`src/rtl/lbcd_pkg.sv`:
```
`default_nettype none

package lbcd_pkg;

  // Directory geometry
  localparam int SLOTS      = 16;
  localparam int AGE_BITS   = 16;
  localparam int INDEX_BITS = 24;

  localparam int IDX_W = (SLOTS > 1) ? $clog2(SLOTS) : 1;
  localparam int CNT_W = $clog2(SLOTS + 1);
  localparam int TAG_W = INDEX_BITS;

  // Transaction field widths
  localparam int KIND_W   = 3;
  localparam int BLK_W    = 24;
  localparam int STATUS_W = 3;
  localparam int SLOT_FW  = 4;
  localparam int FAULT_W  = 32;

  // Configuration registers
  localparam int CS_W      = 5;
  localparam int NB_W      = 25;
  localparam int CFG_W     = 25;
  localparam int CFG_IDX_W = 1;

  // Flush emits at most this many writebacks per request
  localparam int MAX_RESULTS = 16;
  localparam int FLUSH_W     = (MAX_RESULTS > 1) ? $clog2(MAX_RESULTS) : 1;

  localparam logic [AGE_BITS-1:0] AGE_MAX = {AGE_BITS{1'b1}};

  typedef enum logic [CFG_IDX_W-1:0] {
    CFG_CACHE_SIZE = 1'b0,
    CFG_NUM_BLOCKS = 1'b1
  } cfg_reg_e;

  typedef enum logic [KIND_W-1:0] {
    KIND_READ      = 3'd0,
    KIND_WRITE     = 3'd1,
    KIND_PIN       = 3'd2,
    KIND_UNPIN     = 3'd3,
    KIND_UNPIN_ALL = 3'd4,
    KIND_FLUSH     = 3'd5
  } kind_e;

  typedef enum logic [STATUS_W-1:0] {
    STATUS_HIT     = 3'd0,
    STATUS_MISS    = 3'd1,
    STATUS_PASS    = 3'd2,
    STATUS_ILLEGAL = 3'd3,
    STATUS_NOT_RES = 3'd4
  } status_e;

  typedef enum logic [1:0] {
    SLOT_FREE   = 2'd0,
    SLOT_USED   = 2'd1,
    SLOT_PINNED = 2'd2
  } slot_state_e;

  // Targeted update applied to one cell
  typedef enum logic [2:0] {
    OP_SET_DIRTY = 3'd0,
    OP_PIN       = 3'd1,
    OP_UNPIN     = 3'd2,
    OP_CLEAN     = 3'd3,
    OP_FILL      = 3'd4
  } cell_op_e;

  typedef struct packed {
    logic [KIND_W-1:0] kind;
    logic [BLK_W-1:0]  block_index;
  } in_item_t;

  typedef struct packed {
    logic [STATUS_W-1:0] status;
    logic [SLOT_FW-1:0]  slot;
    logic                fetch_needed;
    logic                writeback_valid;
    logic [BLK_W-1:0]    writeback_block;
    logic [SLOT_FW-1:0]  writeback_slot;
    logic [FAULT_W-1:0]  fault_count;
    logic                last;
  } out_item_t;

  // Request broadcast to every cell
  typedef struct packed {
    logic [TAG_W-1:0] tag;
    logic [IDX_W-1:0] ptr;
    logic [CNT_W-1:0] n;
  } cmd_t;

  // State update strobe broadcast to every cell
  typedef struct packed {
    logic             en;
    logic             age_all;
    logic             unpin_all;
    logic             tgt_en;
    logic [IDX_W-1:0] tgt;
    cell_op_e         op;
    logic             fill_dirty;
  } upd_t;

  // Running search record passed from cell to cell
  typedef struct packed {
    logic                hit_v;
    logic [IDX_W-1:0]    hit_idx;
    logic                first_v;
    logic [IDX_W-1:0]    first_idx;
    logic                fhi_v;
    logic [IDX_W-1:0]    fhi_idx;
    logic                flo_v;
    logic [IDX_W-1:0]    flo_idx;
    logic                vic_v;
    logic [IDX_W-1:0]    vic_idx;
    logic [AGE_BITS-1:0] vic_age;
    logic [TAG_W-1:0]    vic_tag;
    logic                vic_dirty;
    logic [1:0]          dcnt;
    logic [IDX_W-1:0]    dirty_idx;
    logic [TAG_W-1:0]    dirty_tag;
  } scan_t;

endpackage

`default_nettype wire

```
`src/rtl/lru_block_cache_directory_top.sv`:
```
// Flow: an accepted request is held while its search record walks the cell row
//   one slot per cycle; the resolve state then settles the result and the slot update
//   and registers the result once the output is free. A new request is taken only when idle.
// Flush: each further writeback is resolved after another full scan of the cell row.
// Reset: asynchronous, active low; all slots free and clean, pointer and miss
//   counter zero, cache_size 16, num_blocks 0. No clearing pass is needed.
`default_nettype none

module lru_block_cache_directory_top (
  input  wire logic                              clk_i,
  input  wire logic                              rst_ni,
  input  wire logic                              in_valid_i,
  output logic                                   in_ready_o,
  input  wire lbcd_pkg::in_item_t                in_data_i,
  output logic                                   out_valid_o,
  input  wire logic                              out_ready_i,
  output lbcd_pkg::out_item_t                    out_data_o,
  input  wire logic                              cfg_we_i,
  input  wire logic [lbcd_pkg::CFG_IDX_W-1:0]    cfg_index_i,
  input  wire logic [lbcd_pkg::CFG_W-1:0]        cfg_wdata_i
);

  typedef enum logic [2:0] {
    S_IDLE = 3'b001,
    S_SCAN = 3'b010,
    S_RES  = 3'b100
  } fsm_e;

  fsm_e                            state_q, state_d;
  logic [lbcd_pkg::IDX_W-1:0]      cnt_q, cnt_d;
  logic [lbcd_pkg::FLUSH_W-1:0]    flush_cnt_q, flush_cnt_d;
  logic [lbcd_pkg::KIND_W-1:0]     kind_q;
  logic [lbcd_pkg::BLK_W-1:0]      blk_q;
  logic [lbcd_pkg::CNT_W-1:0]      n_q;
  logic [lbcd_pkg::NB_W-1:0]       nb_q;
  logic [lbcd_pkg::IDX_W-1:0]      ptr_q, ptr_d;
  logic [lbcd_pkg::FAULT_W-1:0]    miss_q, miss_d;
  logic                            out_valid_q;
  lbcd_pkg::out_item_t             out_q;

  lbcd_pkg::cmd_t                  cmd;
  lbcd_pkg::upd_t                  upd;
  lbcd_pkg::out_item_t             res;
  lbcd_pkg::scan_t                 chain [lbcd_pkg::SLOTS+1];
  lbcd_pkg::scan_t                 tail;

  logic                            accept;
  logic                            load;
  logic                            illegal;
  logic                            fsel_v;
  logic [lbcd_pkg::IDX_W-1:0]      fsel;
  logic [lbcd_pkg::IDX_W-1:0]      sel;
  logic                            fill;
  logic [lbcd_pkg::CNT_W-1:0]      fsel_inc;
  logic [lbcd_pkg::CNT_W-1:0]      vic_inc;
  logic [lbcd_pkg::IDX_W-1:0]      fsel_wrap;
  logic [lbcd_pkg::IDX_W-1:0]      vic_wrap;
  logic [lbcd_pkg::CS_W-1:0]       cs;

  assign in_ready_o  = (state_q == S_IDLE);
  assign accept      = in_valid_i && in_ready_o;
  assign load        = (state_q == S_RES) && (!out_valid_q || out_ready_i);
  assign out_valid_o = out_valid_q;
  assign out_data_o  = out_q;

  // Broadcast of the current request
  assign cmd.tag = lbcd_pkg::TAG_W'(blk_q);
  assign cmd.ptr = ptr_q;
  assign cmd.n   = n_q;

  // Row of slot cells
  assign chain[0] = '0;
  for (genvar g = 0; g < lbcd_pkg::SLOTS; g++) begin : g_cell
    lbcd_cell u_cell (
      .clk_i  (clk_i),
      .rst_ni (rst_ni),
      .idx_i  (lbcd_pkg::IDX_W'(g)),
      .cmd_i  (cmd),
      .upd_i  (upd),
      .scan_i (chain[g]),
      .scan_o (chain[g+1])
    );
  end
  assign tail = chain[lbcd_pkg::SLOTS];

  // Free slot choice and pointer wrap
  assign fsel_v    = tail.fhi_v || tail.flo_v;
  assign fsel      = tail.fhi_v ? tail.fhi_idx : tail.flo_idx;
  assign fsel_inc  = lbcd_pkg::CNT_W'(fsel) + 1'b1;
  assign vic_inc   = lbcd_pkg::CNT_W'(tail.vic_idx) + 1'b1;
  assign fsel_wrap = (fsel_inc >= n_q) ? '0 : lbcd_pkg::IDX_W'(fsel_inc);
  assign vic_wrap  = (vic_inc >= n_q) ? '0 : lbcd_pkg::IDX_W'(vic_inc);

  assign illegal = (kind_q <= lbcd_pkg::KIND_UNPIN) && ({1'b0, blk_q} >= nb_q);

  // Resolve the finished search into a result and a slot update
  always_comb begin
    res      = '0;
    res.last = 1'b1;
    upd      = '0;
    upd.en   = load;
    ptr_d    = ptr_q;
    miss_d   = miss_q;
    fill     = 1'b0;
    sel      = '0;
    if (illegal) begin
      res.status = lbcd_pkg::STATUS_ILLEGAL;
    end else begin
      case (kind_q)
        lbcd_pkg::KIND_READ, lbcd_pkg::KIND_WRITE: begin
          upd.age_all = 1'b1;
          if (tail.hit_v) begin
            res.status = lbcd_pkg::STATUS_HIT;
            res.slot   = lbcd_pkg::SLOT_FW'(tail.hit_idx);
            if (kind_q == lbcd_pkg::KIND_WRITE) begin
              upd.tgt_en = 1'b1;
              upd.tgt    = tail.hit_idx;
              upd.op     = lbcd_pkg::OP_SET_DIRTY;
            end
          end else begin
            if (kind_q == lbcd_pkg::KIND_READ) begin
              miss_d = miss_q + 1'b1;
            end
            if (fsel_v) begin
              fill = 1'b1;
              sel  = fsel;
              if (fsel == ptr_q) begin
                ptr_d = fsel_wrap;
              end
            end else if (tail.vic_v) begin
              fill                = 1'b1;
              sel                 = tail.vic_idx;
              ptr_d               = vic_wrap;
              res.writeback_valid = tail.vic_dirty;
              if (tail.vic_dirty) begin
                res.writeback_block = lbcd_pkg::BLK_W'(tail.vic_tag);
                res.writeback_slot  = lbcd_pkg::SLOT_FW'(tail.vic_idx);
              end
            end else begin
              res.status = lbcd_pkg::STATUS_PASS;
            end
            if (fill) begin
              res.status       = lbcd_pkg::STATUS_MISS;
              res.slot         = lbcd_pkg::SLOT_FW'(sel);
              res.fetch_needed = (kind_q == lbcd_pkg::KIND_READ);
              upd.tgt_en       = 1'b1;
              upd.tgt          = sel;
              upd.op           = lbcd_pkg::OP_FILL;
              upd.fill_dirty   = (kind_q == lbcd_pkg::KIND_WRITE);
            end
          end
        end
        lbcd_pkg::KIND_PIN: begin
          upd.age_all = 1'b1;
          if (tail.hit_v) begin
            res.status = lbcd_pkg::STATUS_HIT;
            res.slot   = lbcd_pkg::SLOT_FW'(tail.hit_idx);
            upd.tgt_en = 1'b1;
            upd.tgt    = tail.hit_idx;
            upd.op     = lbcd_pkg::OP_PIN;
          end else begin
            res.status = lbcd_pkg::STATUS_NOT_RES;
          end
        end
        lbcd_pkg::KIND_UNPIN: begin
          if (tail.first_v) begin
            res.status = lbcd_pkg::STATUS_HIT;
            res.slot   = lbcd_pkg::SLOT_FW'(tail.first_idx);
            upd.tgt_en = 1'b1;
            upd.tgt    = tail.first_idx;
            upd.op     = lbcd_pkg::OP_UNPIN;
          end else begin
            res.status = lbcd_pkg::STATUS_NOT_RES;
          end
        end
        lbcd_pkg::KIND_UNPIN_ALL: begin
          upd.unpin_all = 1'b1;
        end
        lbcd_pkg::KIND_FLUSH: begin
          if (tail.dcnt != 2'd0) begin
            res.slot            = lbcd_pkg::SLOT_FW'(tail.dirty_idx);
            res.writeback_valid = 1'b1;
            res.writeback_block = lbcd_pkg::BLK_W'(tail.dirty_tag);
            res.writeback_slot  = lbcd_pkg::SLOT_FW'(tail.dirty_idx);
            res.last            = (tail.dcnt != 2'd2) ||
                                  (flush_cnt_q == lbcd_pkg::FLUSH_W'(lbcd_pkg::MAX_RESULTS - 1));
            upd.tgt_en          = 1'b1;
            upd.tgt             = tail.dirty_idx;
            upd.op              = lbcd_pkg::OP_CLEAN;
          end
        end
        default: ;
      endcase
    end
    res.fault_count = miss_d;
  end

  // Sequencer
  always_comb begin
    state_d     = state_q;
    cnt_d       = cnt_q;
    flush_cnt_d = flush_cnt_q;
    case (state_q)
      S_IDLE: begin
        if (accept) begin
          state_d     = S_SCAN;
          cnt_d       = '0;
          flush_cnt_d = '0;
        end
      end
      S_SCAN: begin
        cnt_d = cnt_q + 1'b1;
        if (cnt_q == lbcd_pkg::IDX_W'(lbcd_pkg::SLOTS - 1)) begin
          state_d = S_RES;
        end
      end
      S_RES: begin
        if (load) begin
          if (res.last) begin
            state_d = S_IDLE;
          end else begin
            state_d     = S_SCAN;
            cnt_d       = '0;
            flush_cnt_d = flush_cnt_q + 1'b1;
          end
        end
      end
      default: state_d = S_IDLE;
    endcase
  end

  assign cs = cfg_wdata_i[lbcd_pkg::CS_W-1:0];

  always_ff @(posedge clk_i or negedge rst_ni) begin
    if (!rst_ni) begin
      state_q     <= S_IDLE;
      cnt_q       <= '0;
      flush_cnt_q <= '0;
      n_q         <= lbcd_pkg::CNT_W'(lbcd_pkg::SLOTS);
      nb_q        <= '0;
      ptr_q       <= '0;
      miss_q      <= '0;
      out_valid_q <= 1'b0;
    end else begin
      state_q     <= state_d;
      cnt_q       <= cnt_d;
      flush_cnt_q <= flush_cnt_d;
      if (load) begin
        ptr_q  <= ptr_d;
        miss_q <= miss_d;
      end
      // configuration writes must arrive only while idle; the block itself does not enforce this
      if (cfg_we_i) begin
        case (cfg_index_i)
          lbcd_pkg::CFG_CACHE_SIZE: begin
            n_q   <= (32'(cs) > 32'(lbcd_pkg::SLOTS)) ?
                     lbcd_pkg::CNT_W'(lbcd_pkg::SLOTS) : lbcd_pkg::CNT_W'(cs);
            ptr_q <= '0;
          end
          lbcd_pkg::CFG_NUM_BLOCKS: nb_q <= cfg_wdata_i[lbcd_pkg::NB_W-1:0];
          default: ;
        endcase
      end
      if (load) begin
        out_valid_q <= 1'b1;
      end else if (out_ready_i) begin
        out_valid_q <= 1'b0;
      end
    end
  end

  // Request and output payload
  always_ff @(posedge clk_i) begin
    if (accept) begin
      kind_q <= in_data_i.kind;
      blk_q  <= in_data_i.block_index;
    end
    if (load) begin
      out_q <= res;
    end
  end

  // Checks
  a_accept_starts_scan: assert property (@(posedge clk_i) disable iff (!rst_ni)
    accept |=> (state_q == S_SCAN) && (cnt_q == '0))
    else $error("accepted request did not start a fresh scan");

  a_more_results_rescan: assert property (@(posedge clk_i) disable iff (!rst_ni)
    (load && !res.last) |=> (state_q == S_SCAN) && (cnt_q == '0))
    else $error("flush did not rescan before next writeback");

  a_ptr_in_range: assert property (@(posedge clk_i) disable iff (!rst_ni)
    (n_q != '0) |-> (lbcd_pkg::CNT_W'(ptr_q) < n_q))
    else $error("round-robin pointer beyond active slots");

  a_fetch_counts_miss: assert property (@(posedge clk_i) disable iff (!rst_ni)
    (load && res.fetch_needed) |=> (miss_q == $past(miss_q) + 32'd1))
    else $error("read miss fill without miss count");

  a_result_registered: assert property (@(posedge clk_i) disable iff (!rst_ni)
    load |=> out_valid_q)
    else $error("resolved result not presented");

endmodule

`default_nettype wire

```
`src/rtl/lbcd_cell.sv`:
```
`default_nettype none

module lbcd_cell (
  input  wire logic                           clk_i,
  input  wire logic                           rst_ni,
  input  wire logic [lbcd_pkg::IDX_W-1:0]     idx_i,
  input  wire lbcd_pkg::cmd_t                 cmd_i,
  input  wire lbcd_pkg::upd_t                 upd_i,
  input  wire lbcd_pkg::scan_t                scan_i,
  output lbcd_pkg::scan_t                     scan_o
);

  logic [lbcd_pkg::TAG_W-1:0]    tag_q, tag_d;
  lbcd_pkg::slot_state_e         st_q, st_d;
  logic [lbcd_pkg::AGE_BITS-1:0] age_q, age_d;
  logic                          dirty_q, dirty_d;
  lbcd_pkg::scan_t               scan_q, scan_d;

  logic                          en;
  logic                          valid;
  logic                          match;
  logic [lbcd_pkg::AGE_BITS-1:0] aged;

  // Local status of this slot
  assign en    = lbcd_pkg::CNT_W'(idx_i) < cmd_i.n;
  assign valid = en && (st_q != lbcd_pkg::SLOT_FREE);
  assign match = valid && (tag_q == cmd_i.tag);
  assign aged  = (age_q == lbcd_pkg::AGE_MAX) ? age_q : age_q + 1'b1;

  // Fold this slot into the running search record
  always_comb begin
    scan_d = scan_i;
    if (match) begin
      scan_d.hit_v   = 1'b1;
      scan_d.hit_idx = idx_i;
      if (!scan_i.first_v) begin
        scan_d.first_v   = 1'b1;
        scan_d.first_idx = idx_i;
      end
    end
    // free slot at or past the pointer, else before it
    if (en && (st_q == lbcd_pkg::SLOT_FREE)) begin
      if (idx_i >= cmd_i.ptr) begin
        if (!scan_i.fhi_v) begin
          scan_d.fhi_v   = 1'b1;
          scan_d.fhi_idx = idx_i;
        end
      end else if (!scan_i.flo_v) begin
        scan_d.flo_v   = 1'b1;
        scan_d.flo_idx = idx_i;
      end
    end
    // oldest unpinned slot, age as it stands after the miss ages it
    if (en && (st_q != lbcd_pkg::SLOT_PINNED) && (!scan_i.vic_v || aged > scan_i.vic_age)) begin
      scan_d.vic_v     = 1'b1;
      scan_d.vic_idx   = idx_i;
      scan_d.vic_age   = aged;
      scan_d.vic_tag   = tag_q;
      scan_d.vic_dirty = dirty_q;
    end
    // first dirty slot, and whether another follows
    if (valid && dirty_q) begin
      if (scan_i.dcnt == 2'd0) begin
        scan_d.dirty_idx = idx_i;
        scan_d.dirty_tag = tag_q;
      end
      if (scan_i.dcnt != 2'd2) begin
        scan_d.dcnt = scan_i.dcnt + 2'd1;
      end
    end
  end

  // Slot update
  always_comb begin
    tag_d   = tag_q;
    st_d    = st_q;
    age_d   = age_q;
    dirty_d = dirty_q;
    if (upd_i.en) begin
      if (upd_i.age_all && valid) begin
        age_d = match ? '0 : aged;
      end
      if (upd_i.unpin_all && en && (st_q == lbcd_pkg::SLOT_PINNED)) begin
        st_d = lbcd_pkg::SLOT_USED;
      end
      if (upd_i.tgt_en && (upd_i.tgt == idx_i)) begin
        case (upd_i.op)
          lbcd_pkg::OP_SET_DIRTY: dirty_d = 1'b1;
          lbcd_pkg::OP_PIN:       st_d    = lbcd_pkg::SLOT_PINNED;
          lbcd_pkg::OP_UNPIN:     st_d    = lbcd_pkg::SLOT_USED;
          lbcd_pkg::OP_CLEAN:     dirty_d = 1'b0;
          lbcd_pkg::OP_FILL: begin
            tag_d   = cmd_i.tag;
            st_d    = lbcd_pkg::SLOT_USED;
            age_d   = '0;
            dirty_d = upd_i.fill_dirty;
          end
          default: ;
        endcase
      end
    end
  end

  always_ff @(posedge clk_i or negedge rst_ni) begin
    if (!rst_ni) begin
      st_q    <= lbcd_pkg::SLOT_FREE;
      dirty_q <= 1'b0;
    end else begin
      st_q    <= st_d;
      dirty_q <= dirty_d;
    end
  end

  // Payload registers
  always_ff @(posedge clk_i) begin
    tag_q  <= tag_d;
    age_q  <= age_d;
    scan_q <= scan_d;
  end

  assign scan_o = scan_q;

endmodule

`default_nettype wire
```
`config.mk`:
```
export PLATFORM = sky130hd
export DESIGN_NAME = lru_block_cache_directory_top
export DESIGN_NICKNAME = d
export VERILOG_FILES = /design/src/rtl/lbcd_pkg.sv /design/src/rtl/lru_block_cache_directory_top.sv /design/src/rtl/lbcd_cell.sv
export SDC_FILE = /design/constraint.sdc
export NUM_CORES = 2
export LEC_CHECK = 0
export BUFFER_PORTS_ARGS = -buffer_cell sky130_fd_sc_hd__buf_2
export CAP_MARGIN = 20
export CELL_PAD_IN_SITES_DETAIL_PLACEMENT = 1
export CELL_PAD_IN_SITES_GLOBAL_PLACEMENT = 1
export CORE_MARGIN = 2
export CORE_UTILIZATION = 51
export CTS_CLUSTER_DIAMETER = 40
export DETAILED_ROUTE_END_ITERATION = 8
export HOLD_SLACK_MARGIN = 0.03
export PLACE_DENSITY = 0.81
export SLEW_MARGIN = 10
export SYNTH_ARGS = -nofsm -noshare
export SYNTH_HDL_FRONTEND = slang
export SYNTH_SLANG_ARGS = --single-unit
```
`constraint.sdc`:
```
create_clock -name clk_i -period 14.4 [get_ports clk_i]
set_clock_uncertainty 0.1 [all_clocks]
set_input_delay 0.72 -clock clk_i [delete_from_list [all_inputs] [get_ports clk_i]]
set_output_delay 0.72 -clock clk_i [all_outputs]
set_load 0.03 [all_outputs]
```
==> results.cfg <==
[timing]
setup_violations = 0
tns_ns = 0
clock.fmax_mhz = 182
worst_slew_pin_slew_ns = 1.21
slew_headroom_pct = 18.3
period_minus_slack_ns = 5.50
rsz0062_at_grt = false
hold_viol = 0
finalMaxSlewViolations = 0
period_share_pct = 38.2

[yosys]
synth_fa_ha_area_share_pct = 4.03
synth_fp_nets = 8717
synth-compound-area-share_pct = 5.76
synth_cells = 8350
synth_edf_count = 737
yosysTopAreaCell = dfxtp_1
synth_top_area_share_pct = 29.5
yosysSeqAreaShare_pct = 55.9
synthXorXnorAreaFrac_pct = 5.66
avgSynthCellArea_um2 = 11.5
yosys-top-cells-area = dfxtp_1, edfxtp_1, mux2_2
synth_flop_cell = dfxtp_1
synthSimpleGateAreaFrac_pct = 13.7
syn_area_um2 = 95900
ys_types = 94
ys_ff_latch = 2276
synth_top_family_by_area = simple AND/OR/NAND/NOR gates
async_flop_share_pct = 5.54
yosys_warnings = 0
muxShareOfSynthArea_pct = 11.8

[setup_path]
crit_end = g_cell[7].u_cell.tag_q[18]
crit_path_frequent_cell = buf_4
crit_start = blk_q[10]
r2r_end = g_cell[7].u_cell.tag_q[18]
cp_top_family = simple AND/OR/NAND/NOR gates
critPathRequiredTime_ns = 14.95
crit-reg2reg-launch = blk_q[10]
cp_slowest_cell = and3_1
rrSetupSlack_ns = 8.90
crit_path_cell_trace = buf_4, ha_1, a21o_1, a221oi_2, o22ai_2, nand2b_2, buf_4, nor3_2, and3_1, and2_1, buf_8
cp.depth = 11
reg2reg_depth = 11
cp-end-kind = flip-flop
worstPathArrival_ns = 6.04
critical_path_class = reg2reg
cp_num_buf_inv = 3
crit_path_max_incr_delay_ns = 0.98
crit_path_start_kind = flip-flop
critPathMaxFanout = 34

[clocking]
root_buffer = clkbuf_16
cts_buffers = 333
cts_num_sinks = 2276
cts_tree = built
ctsResizeCount = 0
clk_latency_ns = 1.00
cts.clk_slew.worst_paths_ns = 0.07
htreeDepth = 5
cts_buffer_depth = 4

[outcome]
status = finished clean

[route]
via_per_inst = 5.98
wirelength_um = 320000
ant_nets = 0
routed-via-count = 68200
drcViolationCount = 0
wl_per_cell_um = 28.0
drtPass1Iterations = 6
drtIter0Drc = 5687

[global_route]
grt-ovfl-total = 0
grt_pass1_vias = 74000
grt_max_degree = 107
grt_pass1_wl_um = 478000
grt_use_total_pct = 32.8
antenna_found_initial = 5

[placed_design]
place_congestion = 0.918
io_buffers = 129
placed_area_um2 = 99400
place_hpwl_um = 203000
dp.cells = 10800

[power_and_ir_drop]
p_per_area_nw_per_um2 = 177
leakage_uw = 0.0453
ir_drop_v = 0.000125

[floorplanning]
num_io_pins = 130
start_util_pct = 51.2
dieArea_um2 = 192000
num_rows = 159
core_um2 = 187000
die_width_um = 438
die_y_um = 438

[min_path]
hp-class = in2reg

[layout]
final_common_cell = dfxtp_1
nFillCells = 18800
fin_cells = 11400
layout_common_cells = dfxtp_1, mux2_2, edfxtp_1, nand2_1, a21oi_1
finish.instance_area_um2 = 111000
drive_above_1_share_pct = 23.0
area_delta_synth_final_pct = 16.0
nets = 9017

[job]
maxCapViolations = 0
## power breakdown
group	total [µW]	switching [µW]	internal [µW]	leakage, µW
Combinational	3280	1860	1420	0.0199
Clock	8290	3320	4970	0.00548
Sequential	8120	544	7580	0.0199
## stage by stage
step                      setup WS [ns]  hold slack [ns]  total power, µW  util (%)
after floorplan                    2.29            0.210            10100         -
after global placement             9.07            0.215            11000      53.0
after detailed placement           8.92            0.213            11200      53.0
after CTS                          8.70           0.0322            19600      59.2
after global routing               8.87           0.0484            20300      59.3
final                              8.90           0.0734            19700      59.3
## timing repair
action                                 in CTS  in global routing
endpoints found under the hold margin      97                  0
buffers inserted                            0                  0
hold buffers                               47                  0
## registers in the layout (all words and copies together) (netlist names), 5 cells and up
register               flops
g_cell.u_cell.scan_o    1413
g_cell.u_cell.tag_q      384
g_cell.u_cell.age_q      256
out_data_o                70
g_cell.u_cell.st_q        32
miss_q                    32
nb_q                      25
blk_q                     24
g_cell.u_cell.dirty_q     16
n_q                        5
## how the worst min path moves through the flow
stage	slack (ns)	start	cells after the start	to
finish	0.07	cfg_wdata_i[4]	3	n_q[4]
global route	0.05	in_data_i[6]	1	blk_q[6]
CTS	0.03	in_data_i[6]	1	blk_q[6]
detailed placement	0.21	g_cell[14].u_cell.scan_o[79]	0	g_cell[15].u_cell.scan_o[79]
global placement	0.22	g_cell[14].u_cell.scan_o[79]	0	g_cell[15].u_cell.scan_o[79]
floorplan	0.21	g_cell[14].u_cell.scan_o[76]	0	g_cell[15].u_cell.scan_o[76]
## synth_stat cells (112+ instances only)
cell,number
dfxtp_1,1413
mux2_2,975
edfxtp_1,737
nand2_1,616
a21oi_1,393
inv_1,373
nor2_1,352
nand3_1,333
xor2_1,311
ha_1,309
xnor2_1,309
clkbuf_1,190
nand4_1,172
o21ai_0,168
nand2b_1,140
buf_2,131
dfrtp_1,124
or2_2,123
nor2b_1,112
## cell families after synthesis
family          count (synthesis)
fa+ha+maj                     309
mux                          1010
simple gates                 2504
compound gates                908
xor+xnor                      620
flops                        2276
buf+inv                       723
## metal layers
metal	share of wire, %	vias up	routed length [µm]	track usage (%)
li1	-	30100	-	-
met5	0.0078	-	25	0
met1	38	34500	121000	38.2
met4	6.4	4	20600	18.9
met3	5.6	930	17900	4.97
met2	50	2649	160000	57.2
## worst min-delay path, cell delays in order
cell,delay [ns]
buf_2,0.21
nand2_1,0.09
o21ai_0,0.08
## area by class of cell
cell class,instances,area (µm²),share of cell area [%]
Timing Repair Buffer,312,2260,2.04
Sequential cell,2276,53600,48.2
Multi-Input combinational cell,5351,39600,35.6
Tap cell,2495,3120,2.81
Clock inverter,202,2050,1.85
Inverter,376,1420,1.28
Clock buffer,393,9150,8.23
Antenna cell,1,2.50,0.00225
No activity file was read; power rests on OpenSTA's default activity.
